[src/sv/assert_macros.svh]
// Assertion macros shared by the frame engine RTL.
// Depends on nothing; the including module supplies clk and rst.
`ifndef ASSERT_MACROS_SVH
`define ASSERT_MACROS_SVH

// Checked on every rising edge of clk, ignored while rst is high.
`define LFX_ASSERT(lbl, prop, msg) \
  lbl: assert property (@(posedge clk) disable iff (rst) (prop)) else $error(msg);

// Checked on every rising edge of clk, reset included.
`define LFX_ASSERT_ALWAYS(lbl, prop, msg) \
  lbl: assert property (@(posedge clk) (prop)) else $error(msg);

`endif

[src/sv/lfx_pkg.sv]
// Package for the LED effect frame engine: constants, codes, word types and
// the chain order table. Depends on nothing.
package lfx_pkg;

  localparam int NUM_LEDS   = 6;
  localparam int LED_IDX_W  = $clog2(NUM_LEDS);
  localparam int DIV_STEPS  = 16;
  localparam int DIV_CNT_W  = $clog2(DIV_STEPS);

  localparam logic [7:0] MIN_PERIOD     = 8'd5;
  localparam logic [7:0] RESET_COLOUR   = 8'd255;
  localparam logic [7:0] RESET_PERIOD   = 8'd50;
  localparam logic [7:0] RESET_BRIGHT   = 8'd48;

  typedef enum logic [1:0] {
    FX_OFF    = 2'd0,
    FX_STEADY = 2'd1,
    FX_BLINK  = 2'd2,
    FX_PULSE  = 2'd3
  } fx_t;

  typedef enum logic [1:0] {
    CMD_SET_ONE = 2'd0,
    CMD_SET_ALL = 2'd1,
    CMD_ALL_OFF = 2'd2,
    CMD_TICK    = 2'd3
  } cmd_t;

  typedef enum logic [3:0] {
    ST_IDLE,
    ST_MOD,
    ST_MOD_WAIT,
    ST_LEVEL,
    ST_PDIV_WAIT,
    ST_RED,
    ST_GREEN,
    ST_BLUE,
    ST_EMIT
  } st_t;

  typedef struct packed {
    fx_t        effect;
    logic [7:0] red;
    logic [7:0] green;
    logic [7:0] blue;
    logic [7:0] period;
    logic [7:0] brightness;
  } led_entry_t;

  typedef struct packed {
    logic [1:0] command;
    logic [7:0] led_index;
    logic [7:0] effect_code;
    logic [7:0] red_in;
    logic [7:0] green_in;
    logic [7:0] blue_in;
    logic [7:0] period_in;
    logic [7:0] brightness_in;
  } lfx_in_t;

  typedef struct packed {
    logic [7:0] pixel_red;
    logic [7:0] pixel_green;
    logic [7:0] pixel_blue;
    logic       frame_last;
  } lfx_out_t;

  typedef struct packed {
    logic        start;
    logic [15:0] dividend;
    logic [7:0]  divisor;
  } div_req_t;

  typedef struct packed {
    logic        busy;
    logic        done;
    logic [15:0] quotient;
    logic [7:0]  remainder;
  } div_rsp_t;

  function automatic logic [LED_IDX_W-1:0] chain_led(input logic [LED_IDX_W-1:0] pos);
    logic [LED_IDX_W-1:0] led;
    case (pos)
      LED_IDX_W'(0): led = LED_IDX_W'(2);
      LED_IDX_W'(1): led = LED_IDX_W'(1);
      LED_IDX_W'(2): led = LED_IDX_W'(0);
      LED_IDX_W'(3): led = LED_IDX_W'(5);
      LED_IDX_W'(4): led = LED_IDX_W'(4);
      LED_IDX_W'(5): led = LED_IDX_W'(3);
      default:       led = LED_IDX_W'(0);
    endcase
    return led;
  endfunction

endpackage

[src/sv/led_effect_frame_engine_core.sv]
// Top level of the LED effect frame engine: command sequencer, shared
// multiplier and output register. Depends on lfx_pkg, lfx_div, lfx_settings
// and assert_macros.svh.
//
// One command word enters on the input channel when in_valid is high and
// in_stall is low. The settings or the tick counter change at that edge, and
// then a frame of six pixel words leaves on the output channel in the chain
// order 2,1,0,5,4,3, the last one with frame_last set.
// Every pixel runs through the shared 16-step divider once for the tick phase,
// and once more for a pulse level, then the shared multiplier three times for
// the colour scaling.
// in_stall stays high from acceptance until the last pixel word is loaded.
// The output register lets the next pixel be computed while the previous one
// waits; a stall on the output channel holds the sequencer in its emit step.
// After reset all LEDs are steady white, period 50, brightness 48, the tick
// is zero, and no word is pending.
`include "assert_macros.svh"
module led_effect_frame_engine_core import lfx_pkg::*; (
  input  logic     clk,
  input  logic     rst,
  input  logic     in_valid,
  output logic     in_stall,
  input  lfx_in_t  in_data,
  output logic     out_valid,
  input  logic     out_stall,
  output lfx_out_t out_data
);

  localparam logic [LED_IDX_W-1:0] LAST_POS = LED_IDX_W'(NUM_LEDS - 1);

  st_t                  state;
  st_t                  state_next;
  logic [LED_IDX_W-1:0] pos;
  logic [7:0]           ph;
  logic [7:0]           lv;
  logic [7:0]           red;
  logic [7:0]           green;
  logic [7:0]           blue;

  led_entry_t           cur;
  logic [15:0]          tick;
  div_req_t             div_req;
  div_rsp_t             div_rsp;

  logic                 in_accept;
  logic                 out_free;
  logic                 out_load;
  logic [7:0]           half;
  logic [7:0]           blink_on;
  logic [8:0]           blink_sum;
  logic                 ph_up;
  logic [7:0]           lv_direct;
  logic [7:0]           mul_a;
  logic [7:0]           mul_b;
  logic [15:0]          product;
  logic [16:0]          scaled;
  logic [7:0]           sc8;

  lfx_settings u_settings (
    .clk      (clk),
    .rst      (rst),
    .wr_en    (in_accept),
    .wr_data  (in_data),
    .rd_index (chain_led(pos)),
    .rd_entry (cur),
    .tick     (tick)
  );

  lfx_div u_div (
    .clk (clk),
    .rst (rst),
    .req (div_req),
    .rsp (div_rsp)
  );

  assign in_accept = in_valid && !in_stall;
  assign out_free  = !out_valid || !out_stall;

  always_comb begin
    half      = {1'b0, cur.period[7:1]};
    blink_sum = {1'b0, cur.period} + 9'd1;
    blink_on  = blink_sum[8:1];
    ph_up     = ph <= half;
    case (cur.effect)
      FX_STEADY: lv_direct = cur.brightness;
      FX_BLINK:  lv_direct = (ph < blink_on) ? cur.brightness : 8'd0;
      default:   lv_direct = 8'd0;
    endcase
  end

  always_comb begin
    case (state)
      ST_LEVEL: begin
        mul_a = cur.brightness;
        mul_b = ph_up ? ph : (cur.period - ph);
      end
      ST_RED: begin
        mul_a = cur.red;
        mul_b = lv;
      end
      ST_GREEN: begin
        mul_a = cur.green;
        mul_b = lv;
      end
      ST_BLUE: begin
        mul_a = cur.blue;
        mul_b = lv;
      end
      default: begin
        mul_a = 8'd0;
        mul_b = 8'd0;
      end
    endcase
    product = mul_a * mul_b;
    scaled  = {1'b0, product} + 17'd1 + 17'(product[15:8]);
    sc8     = scaled[15:8];
  end

  always_comb begin
    state_next = state;
    case (state)
      ST_IDLE:      if (in_accept) state_next = ST_MOD;
      ST_MOD:       state_next = ST_MOD_WAIT;
      ST_MOD_WAIT:  if (div_rsp.done) state_next = ST_LEVEL;
      ST_LEVEL:     state_next = (cur.effect == FX_PULSE) ? ST_PDIV_WAIT : ST_RED;
      ST_PDIV_WAIT: if (div_rsp.done) state_next = ST_RED;
      ST_RED:       state_next = ST_GREEN;
      ST_GREEN:     state_next = ST_BLUE;
      ST_BLUE:      state_next = ST_EMIT;
      ST_EMIT: begin
        if (out_free) state_next = (pos == LAST_POS) ? ST_IDLE : ST_MOD;
      end
      default:      state_next = ST_IDLE;
    endcase
  end

  always_comb begin
    in_stall = state != ST_IDLE;
    out_load = (state == ST_EMIT) && out_free;
    div_req  = '{start: 1'b0, dividend: 16'd0, divisor: 8'd0};
    case (state)
      ST_MOD: begin
        div_req = '{start: 1'b1, dividend: tick, divisor: cur.period};
      end
      ST_LEVEL: begin
        div_req = '{start: cur.effect == FX_PULSE, dividend: product,
                    divisor: ph_up ? half : (cur.period - half)};
      end
      default: begin
        div_req = '{start: 1'b0, dividend: 16'd0, divisor: 8'd0};
      end
    endcase
  end

  always_ff @(posedge clk) begin
    if (rst) begin
      state     <= ST_IDLE;
      pos       <= '0;
      out_valid <= 1'b0;
    end else begin
      state <= state_next;
      if (in_accept) begin
        pos <= '0;
      end else if (out_load) begin
        pos <= (pos == LAST_POS) ? '0 : pos + LED_IDX_W'(1);
      end
      if (out_load) begin
        out_valid <= 1'b1;
      end else if (!out_stall) begin
        out_valid <= 1'b0;
      end
    end
  end

  always_ff @(posedge clk) begin
    if (state == ST_MOD_WAIT && div_rsp.done) ph <= div_rsp.remainder;
    if (state == ST_LEVEL && cur.effect != FX_PULSE) lv <= lv_direct;
    if (state == ST_PDIV_WAIT && div_rsp.done) lv <= div_rsp.quotient[7:0];
    if (state == ST_RED) red <= sc8;
    if (state == ST_GREEN) green <= sc8;
    if (state == ST_BLUE) blue <= sc8;
    if (out_load) begin
      out_data <= '{pixel_red: red, pixel_green: green, pixel_blue: blue,
                    frame_last: pos == LAST_POS};
    end
  end

  `LFX_ASSERT(a_div_done_waited, div_rsp.done |-> (state == ST_MOD_WAIT || state == ST_PDIV_WAIT), "divider finished outside a wait step")
  `LFX_ASSERT(a_div_start_free, div_req.start |-> !div_rsp.busy, "divider started while busy")
  `LFX_ASSERT(a_accept_starts, in_accept |=> (state == ST_MOD && pos == '0), "accepted word did not start a frame")
  `LFX_ASSERT(a_last_ends_frame, (out_load && pos == LAST_POS) |=> (state == ST_IDLE && out_data.frame_last), "last pixel did not close the frame")
  `LFX_ASSERT(a_level_bound, (state == ST_RED) |-> (lv <= cur.brightness), "level above brightness")

endmodule

[src/sv/lfx_div.sv]
// Shared restoring divider, one quotient bit per cycle, 16-bit by 8-bit.
// Depends on lfx_pkg for the request and response word types.
module lfx_div import lfx_pkg::*; (
  input  logic     clk,
  input  logic     rst,
  input  div_req_t req,
  output div_rsp_t rsp
);

  logic                 busy;
  logic                 done;
  logic [DIV_CNT_W-1:0] cnt;
  logic [15:0]          quo;
  logic [7:0]           rem;
  logic [7:0]           dsr;
  logic [8:0]           trial;
  logic                 ge;
  logic [8:0]           diff;
  logic [7:0]           rem_next;

  always_comb begin
    trial    = {rem, quo[15]};
    ge       = trial >= {1'b0, dsr};
    diff     = trial - {1'b0, dsr};
    rem_next = ge ? diff[7:0] : trial[7:0];
  end

  always_ff @(posedge clk) begin
    if (rst) begin
      busy <= 1'b0;
      done <= 1'b0;
      cnt  <= '0;
    end else begin
      done <= 1'b0;
      if (req.start) begin
        busy <= 1'b1;
        cnt  <= '0;
      end else if (busy) begin
        cnt <= cnt + DIV_CNT_W'(1);
        if (cnt == DIV_CNT_W'(DIV_STEPS - 1)) begin
          busy <= 1'b0;
          done <= 1'b1;
        end
      end
    end
  end

  always_ff @(posedge clk) begin
    if (req.start) begin
      quo <= req.dividend;
      rem <= '0;
      dsr <= req.divisor;
    end else if (busy) begin
      quo <= {quo[14:0], ge};
      rem <= rem_next;
    end
  end

  assign rsp = '{busy: busy, done: done, quotient: quo, remainder: rem};

endmodule

[src/sv/lfx_settings.sv]
// Per-LED settings registers and the wrapping tick counter, updated by one
// command word. Depends on lfx_pkg for the entry and input word types.
module lfx_settings import lfx_pkg::*; (
  input  logic                 clk,
  input  logic                 rst,
  input  logic                 wr_en,
  input  lfx_in_t              wr_data,
  input  logic [LED_IDX_W-1:0] rd_index,
  output led_entry_t           rd_entry,
  output logic [15:0]          tick
);

  led_entry_t entry [NUM_LEDS];
  led_entry_t new_entry;

  always_comb begin
    new_entry.effect     = (wr_data.effect_code <= 8'(FX_PULSE)) ?
                           fx_t'(wr_data.effect_code[1:0]) : FX_OFF;
    new_entry.red        = wr_data.red_in;
    new_entry.green      = wr_data.green_in;
    new_entry.blue       = wr_data.blue_in;
    new_entry.period     = (wr_data.period_in < MIN_PERIOD) ? MIN_PERIOD : wr_data.period_in;
    new_entry.brightness = wr_data.brightness_in;
  end

  always_ff @(posedge clk) begin
    if (rst) begin
      tick <= '0;
      for (int i = 0; i < NUM_LEDS; i++) begin
        entry[i] <= '{effect: FX_STEADY, red: RESET_COLOUR, green: RESET_COLOUR,
                      blue: RESET_COLOUR, period: RESET_PERIOD, brightness: RESET_BRIGHT};
      end
    end else if (wr_en) begin
      case (cmd_t'(wr_data.command))
        CMD_SET_ONE: begin
          if (wr_data.led_index < 8'(NUM_LEDS)) begin
            entry[wr_data.led_index[LED_IDX_W-1:0]] <= new_entry;
          end
        end
        CMD_SET_ALL: begin
          for (int i = 0; i < NUM_LEDS; i++) begin
            entry[i] <= new_entry;
          end
        end
        CMD_ALL_OFF: begin
          for (int i = 0; i < NUM_LEDS; i++) begin
            entry[i].effect <= FX_OFF;
          end
        end
        CMD_TICK: begin
          tick <= tick + 16'd1;
        end
        default: begin
          tick <= tick;
        end
      endcase
    end
  end

  assign rd_entry = entry[rd_index];

endmodule

[config.mk]
export PLATFORM = sky130hd
export DESIGN_NAME = led_effect_frame_engine_core
export DESIGN_NICKNAME = d
export VERILOG_FILES = /design/src/sv/lfx_pkg.sv /design/src/sv/led_effect_frame_engine_core.sv /design/src/sv/lfx_div.sv /design/src/sv/lfx_settings.sv
export VERILOG_INCLUDE_DIRS = /design/src /design/src/sv
export SDC_FILE = /design/constraint.sdc
export NUM_CORES = 1
export LEC_CHECK = 0
export BUFFER_PORTS_ARGS = -buffer_cell sky130_fd_sc_hd__buf_2
export CELL_PAD_IN_SITES_DETAIL_PLACEMENT = 0
export CELL_PAD_IN_SITES_GLOBAL_PLACEMENT = 1
export CORE_AREA = 3 3 213 215
export DETAILED_ROUTE_END_ITERATION = 10
export DIE_AREA = 0 0 216 218
export PLACE_DENSITY = 0.85
export SETUP_SLACK_MARGIN = 0.02
export SYNTH_ARGS = -nofsm -noshare
export SYNTH_HDL_FRONTEND = slang
export SYNTH_HIERARCHICAL = 1
export SYNTH_SLANG_ARGS = --single-unit
export TNS_END_PERCENT = 20
[constraint.sdc]
create_clock -name clk -period 16.9 [get_ports clk]
set_clock_uncertainty 0.2 [all_clocks]
set_input_delay 3.38 -clock clk [delete_from_list [all_inputs] [get_ports clk]]
set_output_delay 3.38 -clock clk [all_outputs]
set_load 0.05 [all_outputs]
== Word-level counts from Yosys, hierarchy flattened ==
Memories as Yosys holds them, arrays and structs flattened.
Cells that the tools add are included.

* Add/subtract/negate cells: 9
* Multipliers: 1
* $lt $le $gt $ge: 6
* Equal/unequal tests: 25
* Muxes and demuxes: 59
* Bitwise logic cells: 13
* Reductions and logical operators: 22

{| class="wikitable"
|+ Operators by type and width
! cell !! number
|-
| $mux 42 || 7
|-
| $mux 8 || 7
|-
| $pmux 25 s2 || 1
|-
| $reduce_or 42->1 || 1
|-
| $pmux 4 s9 || 1
|-
| $add 16x1->16 const B || 2
|-
| $mux 16 || 2
|-
| $pmux 8 s2 || 2
|-
| $pmux 8 s4 || 1
|-
| $mux 1 || 23
|-
| $add 16x8->16 || 1
|-
| $eq 4x3->1 const B || 4
|-
| $lt 8x3->1 const B || 2
|-
| $mul 8x8->16 || 1
|-
| $mux 2 || 8
|-
| $mux 4 || 4
|-
| $sub 8x8->8 || 2
|-
| $pmux 3 s5 || 1
|-
| $or 1x1->1 || 12
|-
| $add 8x1->9 const B || 1
|-
| $ge 9x8->1 || 1
|-
| $eq 2x2->1 const B || 4
|-
| $eq 4x2->1 const B || 2
|-
| $eq 4x4->1 const B || 2
|-
| other kinds (27) || 43
|}

* Flip-flop bits (word level): 127
* Memory bits (writable): 252
* Bits of input ports: 62
* Output and inout bits: 27
* Logic and storage cells: 155
* Memories: 1

{| class="wikitable"
|+ Memories
! memory !! words !! bits a word !! rd ports !! clocked after memory_dff !! wr ports !! line !! text
|-
| u_settings.entry || 6 || 42 || 1 || 0 || 6 || lfx_settings.sv:13 || <nowiki>led_entry_t entry [NUM_LEDS];</nowiki>
|}

== Logic depth before layout (Yosys ltp) ==
Gate-level depths: netlist (run 1).

* Depth after elaboration: 9
* Depth in mapped cells: 44

== Hierarchy ==
Netlist (run 1), hierarchy kept.

{| class="wikitable"
|+ By module, submodules not included
! module !! instances !! cells each !! area each (µm²)
|-
| lfx_settings || 1 || 926 || 15457.3
|-
| led_effect_frame_engine_core || 1 || 702 || 6940.4
|-
| lfx_div || 1 || 178 || 1985.7
|}

== Worst setup path after synthesis (run 1) ==
OpenSTA, ideal clock, no wires.

* Kind: flip-flop to flip-flop
* Start point: register pos[0]
* End point: register blue[2] (data pin)
* Data arrival time: 9801 ps
* Required time: 16430 ps
* Path slack: 6629 ps
* Stages on the path, launching flop included: 41
* Cell sequence: dfxtp_1 clkbuf_1 and2_1 ha_1 inv_1 o21ai_0 nand2_1 o21ai_0 buf_1 mux4_2 mux2_2 inv_1 ha_1 a21o_1 a211oi_2 nor2_1 a21oi_1 buf_2 (+5 left out) fa_1 fa_1 inv_1 fa_1 inv_1 fa_1 inv_1 ha_1 a21o_1 a221oi_1 xor2_1 inv_1 ha_1 and2_0 o41a_1 o2111a_2 o311ai_2 xnor2_1

{| class="wikitable"
|+ RTL lines
! what !! line !! text
|-
| start, declared || led_effect_frame_engine_core.sv:33 || <nowiki>logic [LED_IDX_W-1:0] pos;</nowiki>
|-
| start signal, assigned || led_effect_frame_engine_core.sv:165 || <nowiki>pos <= (pos == LAST_POS) ? '0 : pos + LED_IDX_W'(1);</nowiki>
|-
| end signal, assigned || led_effect_frame_engine_core.sv:181 || <nowiki>if (state == ST_BLUE) blue <= sc8;</nowiki>
|-
| end, declared || led_effect_frame_engine_core.sv:38 || <nowiki>logic [7:0] blue;</nowiki>
|}

==> impl_results.md, run 1 <==
* Crit path depth at 36
* WL/cell at between 20 and 25 um
* Placed insts at 2513
* Launch point of the worst hold path: green[3]
* CP max stage delay at approximately 0.75 ns
* Required time worst endpoint at ~17 ns
* Hold path cells at 0
* Drt first pass iters at 5
* Initial antenna violation count at 4
* CTS tree: done
* Slew HR at 17.9%
* Synthesized area at 0.0244 sq mm
* IO Count at 89
* Post-Synthesis Cells at around 1800
* Post_cts resized at 0
* Root buf cell: clkbuf_16
* CTS HTree Levels at 2
* Post-CTS Setup Inserts at 0
* Leak pwr at about 0.0094 uW
* Global route overflow at 0
* Final Util at between 60% and 70%
* Die height at 218 um
* Fill cells at 3368
* GRT Util Overall at between 20% and 30%
* Num rows at 77
* R2R Setup Slk at between 4 and 5 ns
* Average vias per placed instance at just under 6
* Non-Filler Instances at around 2600
* Final Max Tran Viols at 0
* Pwr dens at between 100 and 150 mW/mm^2
* Starting density of the core at roughly 55%
* Worst-path clk slew at 0.06 ns
* Yosys Warn Count at 6
* Vias in the first global route at roughly 16000
* Worst path most repeated cell: inv_1
* Placed cell areas at ~0.026 sq mm
* Hold worst-path end: out_data[12]
* Pin count of the biggest net entering global routing at 48
* Hold Crit Class: reg -> reg
* Max-capacitance violation count at 0
* Storage element area at 0.0135 sq mm
* Status: complete, no violations
* Final setup TNS at 0 ns
* Final setup fails at 0
* Final hold viol count at 0
* Final period util at between 70% and 80%
* Vias post-DR at 15100
* Worst-path maximum fanout at 46
* RSZ-0062 raised after global routing: false
* Worst r2r src: pos[1]
* Synthesized area per cell at around 14 sq um
* Startpoint types: register
* Routability cong. at 0.896
* Crit path DAT at between 10 and 15 ns
* Total CTS buffers at 48
* First-pass GRT wire length at ~87000 um
* Crit path capture type: register
* Layout cells sized above 1 at ~20%
* Remaining DRCs at 0
* Initial DRC Count at between 1000 and 1500
* Worst vdd ir at ~0.074 mV
* Design Area, Final at between 0.02 and 0.03 sq mm
* Multi-input gate area at between 0.01 and 0.015 sq mm
* WHS at roughly 0.22 ns
* Fin nets at approximately 2200
* HPWL after DPL at ~36000 um
* Clk sinks at around 460
* Number of inserted diodes at 0
* DIE WIDTH at approximately 220 um
* Min Tclk post-route at around 12 ns
* CP Class: reg -> reg
* Reg2reg end: blue[1]
* Clock Latency Late Sink at ~0.60 ns
* Reg2Reg Depth at 36
* Peak Freq at 0.0834 GHz
* I/O Buffers at between 80 and 90
* Slowest CP cell: buf_4
* Worst-Margin Slew at approximately 1.2 ns
* WP buf/inv at 7
* Wirelength, routed at 56100 um
* Clock Tree Buf Depth at 3
* Core area at 0.0439 sq mm
* Antenna Nets Post-Route at 0
* P&R area growth vs syn at 11.7%
* CTS Hold Bufs at 0
* Die area at roughly 0.047 sq mm
* Critical path's top delay family: compound AO/OA/AOI/OAI gates
## per-layer routing
layer	vias up	share of wire, %	GRT usage (%)
met5	-	0.039	0
met4	6	2.5	7.07
met3	99	6.9	4.15
met2	518	50	41.7
met1	7555	41	31.5
li1	6906	-	-
## flip-flops by register name, summed over array words and instances, names as in the netlist
| name | flops |
|---|---|
| u_settings/entry | 336 |
| out_data | 25 |
| u_div/quo | 16 |
| u_settings/tick | 16 |
| blue | 8 |
| green | 8 |
| lv | 8 |
| ph | 8 |
| red | 8 |
| u_div/dsr | 8 |
| u_div/rem | 8 |
| state | 4 |
| u_div/cnt | 4 |
| pos | 3 |
| out_valid | 1 |
| u_div/busy | 1 |
| u_div/done | 1 |
## layout by cell type (no fill, tap or decap), types with 7 or more instances in the layout
| cell type | instances |
|---|---|
| a211oi_1 | 7 |
| a21oi_1 | 35 |
| a221oi_1 | 10 |
| a22o_1 | 26 |
| a22oi_1 | 7 |
| a31oi_1 | 8 |
| and2_1 | 59 |
| and3_1 | 16 |
| buf_2 | 88 |
| buf_4 | 31 |
| clkbuf_1 | 15 |
| clkbuf_16 | 48 |
| clkinv_2 | 8 |
| conb_1 | 84 |
| dfxtp_1 | 38 |
| edfxtp_1 | 425 |
| fa_1 | 39 |
| ha_1 | 91 |
| inv_1 | 105 |
| mux2_2 | 58 |
| mux2i_1 | 7 |
| mux4_2 | 84 |
| nand2_1 | 64 |
| nand2b_1 | 176 |
| nand3_1 | 24 |
| nand4_1 | 8 |
| nor2_1 | 135 |
| nor2b_1 | 18 |
| nor3_1 | 23 |
| nor4_1 | 8 |
| o21a_1 | 10 |
| o21ai_0 | 33 |
| o31ai_1 | 11 |
| or2_2 | 14 |
| xnor2_1 | 34 |
| xor2_1 | 12 |
## power breakdown
group / total [uW] / internal, uW / switching [uW] / leakage [uW]
logic: 402 / 151 / 251 / 0.00469
clock network: 1040 / 601 / 439 / 0.000752
registers: 1400 / 1350 / 45.2 / 0.00396
total: 2840 / 2100 / 735 / 0.00940
## how the worst max path moves through the flow
stage,start,to
2_1_floorplan,pos[0],blue[2]
3_3_place_gp,pos[1],blue[1]
3_5_place_dp,pos[1],blue[1]
4_1_cts,pos[1],red[1]
5_1_grt,pos[1],blue[1]
6_report,pos[1],blue[1]
## stage by stage
stage / power, uW / setup WS, ns
after detailed placement: 1820 / 4.99
final: 2840 / 4.90
after global placement: 1810 / 5.30
after CTS: 2860 / 4.98
after global routing: 2950 / 4.03
after floorplan: 1690 / 6.63
## cell type report
type | instances | share of cell area [%]
clock buffer | 66 | 4.77
clock inverter | 20 | 0.873
inverter | 106 | 1.46
multi-input combinational | 1233 | 38.1
sequential | 463 | 49.6
tap | 592 | 2.72
timing repair buffer | 119 | 2.47
Power figures use the tool's default switching activity.
==> run 2, diff against run 1 <==
CORE_AREA = 3 3 232 234   (was 3 3 213 215)
DIE_AREA = 0 0 235 237   (was 0 0 216 218)
PLACE_DENSITY = 0.76   (was 0.85)
clock period = 10.6 ns   (was 16.9 ns; I/O delays follow)
==> run 2 against run 1 <==
- sequential share of layout area fell by 0.84 points
- core utilization is 8.9 points lower
- critical endpoint is now blue[2]
- setup slack got worse by 4.3 ns
- die area rose by 18%
- combinational power grew 62%
- critical path type unchanged
- final area is 1.7% higher
==> impl_results.md, run 2 (synthesized netlist as in run 1, its figures left out) <==
* Status: complete, no violations
* Antenna Nets Post-Route at 0 (unchanged)
* Required time worst endpoint at 10.71 ns (-6.30 ns)
* Max-capacitance violation count at 0 (unchanged)
* CTS Hold Bufs at 0 (unchanged)
* Most frequent cells in the layout: edfxtp_1, nand2b_1, nor2_1
* Starting density of the core at 46.7% (-8.8 points)
* Hold Crit Class: reg -> reg
* Startpoint types: register
* Max reg flops at 336 (unchanged)
* Slew HR at 23.6% (+5.6 points)
* Hold path cells at 0 (unchanged)
* Remaining DRCs at 0 (unchanged)
* Die area at 0.0557 sq mm (+18%)
* Sequential Power Share at 48.1% (-1.1 points)
* Multi-input gate area at 0.0104 sq mm (+0.53%)
* Hold worst-path end: out_data[17]
* RSZ-0062 raised after global routing: false
* Wirelength, routed at 57300 um (+2.3%)
* CTS tree: done
* Initial antenna violation count at 11 (+7)
* Final Max Tran Viols at 0 (unchanged)
* Min Tclk post-route at 10.03 ns (-1.97 ns)
* Average vias per placed instance at 5.52 (-4.9%)
* Global route overflow at 0 (unchanged)
* Switch Pwr at 1200 uW (+63%)
* Clk sinks at 463 (unchanged)
* Regs by FF count: u_settings/entry (336), out_data (25)
* Worst vdd ir at 0.145 mV (+96%)
* Final setup fails at 0 (unchanged)
* GRT Util Overall at 20.5% (-3.6 points)
* Drt first pass iters at 8 (+3)
* Critical path's top delay family: adder cells
* Reg2Reg Depth at 40 (+11%)
* Pwr dens at 167 mW/mm^2 (+60%)
* HPWL after DPL at 38100 um (+5.1%)
* R2R Setup Slk at 0.57 ns (-4.33 ns)
* Fin nets at 2187 (+1.1%)
* Cell Int Power at 3440 uW (+63%)
* Worst-path maximum fanout at 7 (-85%)
* Clock Tree Buf Depth at 3 (unchanged)
* I/O Buffers at 88 (unchanged)
* Slowest CP cell: fa_1
* Total CTS buffers at 49 (+2.1%)
* Final period util at 94.6% (+24 points)
* Root buf cell: clkbuf_16
* Peak Freq at 0.0997 GHz (+20%)
* IO Count at 89 (unchanged)
* Initial DRC Count at 1241 (-8.0%)
* Leak pwr at 0.00958 uW (+2.0%)
* CP Class: reg -> reg
* Vias post-DR at 15000 (-0.31%)
* Die height at 237 um (+8.7%)
* Vias in the first global route at 15200 (-2.5%)
* Net Sw Frac at 25.8% (-0.072 points)
* Reg2reg end: blue[2]
* WP buf/inv at 7 (unchanged)
* Most common cell after layout, fill and taps aside: edfxtp_1
* Final setup TNS at 0 ns (unchanged)
* Core area at 0.0522 sq mm (+19%)
* Placed insts at 2626 (+4.5%)
* Non-Filler Instances at 2725 (+4.8%)
* Launch point of the worst hold path: red[0]
* Layout cells sized above 1 at 21.3% (+1.5 points)
* Pin count of the biggest net entering global routing at 44 (-8.3%)
* Worst r2r src: pos[0]
* Biggest register: u_settings/entry
* Routability cong. at 0.913 (+1.8%)
* CTS HTree Levels at 2 (unchanged)
* Final hold viol count at 0 (unchanged)
* Final Util at 53.0% (-8.9 points)
* Worst-Margin Slew at 1.15 ns (-0.0843 ns)
* Fill cells at 4362 (+30%)
* Crit path DAT at 10.13 ns (-1.97 ns)
* Storage element area at 0.0135 sq mm (about the same)
* WL/cell at 21.0 um (-2.5%)
* First-pass GRT wire length at 88400 um (+1.1%)
* Clock Latency Late Sink at 0.59 ns (about the same)
* Logic pwr share at 14.1% (about the same)
* Crit path capture type: register
* Worst-path clk slew at 0.06 ns (about the same)
* Clock share of power at 37.8% (+1.2 points)
* CP max stage delay at 0.54 ns (-0.21 ns)
* P&R area growth vs syn at 13.7%
* Num rows at 84 (+9.1%)
* DIE WIDTH at 235 um (+8.8%)
==> run 2: cell count changes in the layout (fill, tap and decap cells not counted), sizes merged <==
cell / change
clkinvlp: +1
inv: +2
buf: +23
clkinv: +3
clkbuf: -4
bufinv: +2
diode: +3
==> run 2: power groups by stage <==
stage | logic (uW) | registers [uW] | clock network [uW]
after global routing | 719 | 2240 | 1860
after floorplan | 478 | 2220 | 0
after CTS | 653 | 2230 | 1790
after global placement | 643 | 2260 | 0
after detailed placement | 649 | 2270 | 0
final | 653 | 2230 | 1750
==> run 2: worst max-delay path by stage <==
stage / from / to / slack (ns) / depth (start not counted)
floorplan: pos[0] / blue[2] / 0.33 / 40
global placement: pos[0] / blue[1] / 0.42 / 34
detailed placement: pos[0] / blue[1] / 0.16 / 34
CTS: pos[0] / red[1] / 0.13 / 34
global route: pos[0] / green[7] / 0.06 / 40
finish: pos[0] / blue[2] / 0.57 / 40
==> run 2: through the flow <==
stage | total power [uW] | hold WS [ns] | setup slack, ns | instance area [sq um]
final | 4630 | 0.215 | 0.575 | 27700
after global routing | 4820 | 0.219 | 0.0614 | 27700
after CTS | 4680 | 0.216 | 0.126 | 27600
after detailed placement | 2920 | 0.205 | 0.160 | 26000
after global placement | 2900 | 0.206 | 0.422 | 26000
after floorplan | 2700 | 0.200 | 0.329 | 24700
==> run 2: repair_timing <==
item,CTS,global route
setup buffers,0,6
endpoints found under the hold margin,0,0
resized for setup,0,11
setup endpoints to repair,0,24
==> run 2: metal layers <==
layer / vias to the layer above / GRT usage, % / share of wire [%]
li1: 6987 / - / -
met1: 7544 / 26.6 / 42
met2: 411 / 35.5 / 50
met3: 87 / 3.54 / 5.7
met4: 8 / 5.75 / 2.2
met5: - / 0 / 0.073
==> run 2: worst register-to-register path, delay by kind of cell, from the launching register on <==
kind / cells / cell delay [ns]
DFF: 1 / 0.39
muxes: 2 / 0.81
AOI/OAI and AO/OA: 15 / 3.00
xor gates and xnor gates: 2 / 0.36
adders and majority gates: 9 / 3.44
and+or+nand+nor: 5 / 0.87
buffers and inverters: 7 / 0.66
==> run 2: cell type report <==
type	instances	area share [%]
clock inverter	28	1.13
antenna	3	0.0271
multi-input combinational	1233	37.6
timing repair buffer	142	3.10
sequential	463	48.8
clock buffer	62	4.79
inverter	106	1.44
tap	688	3.11
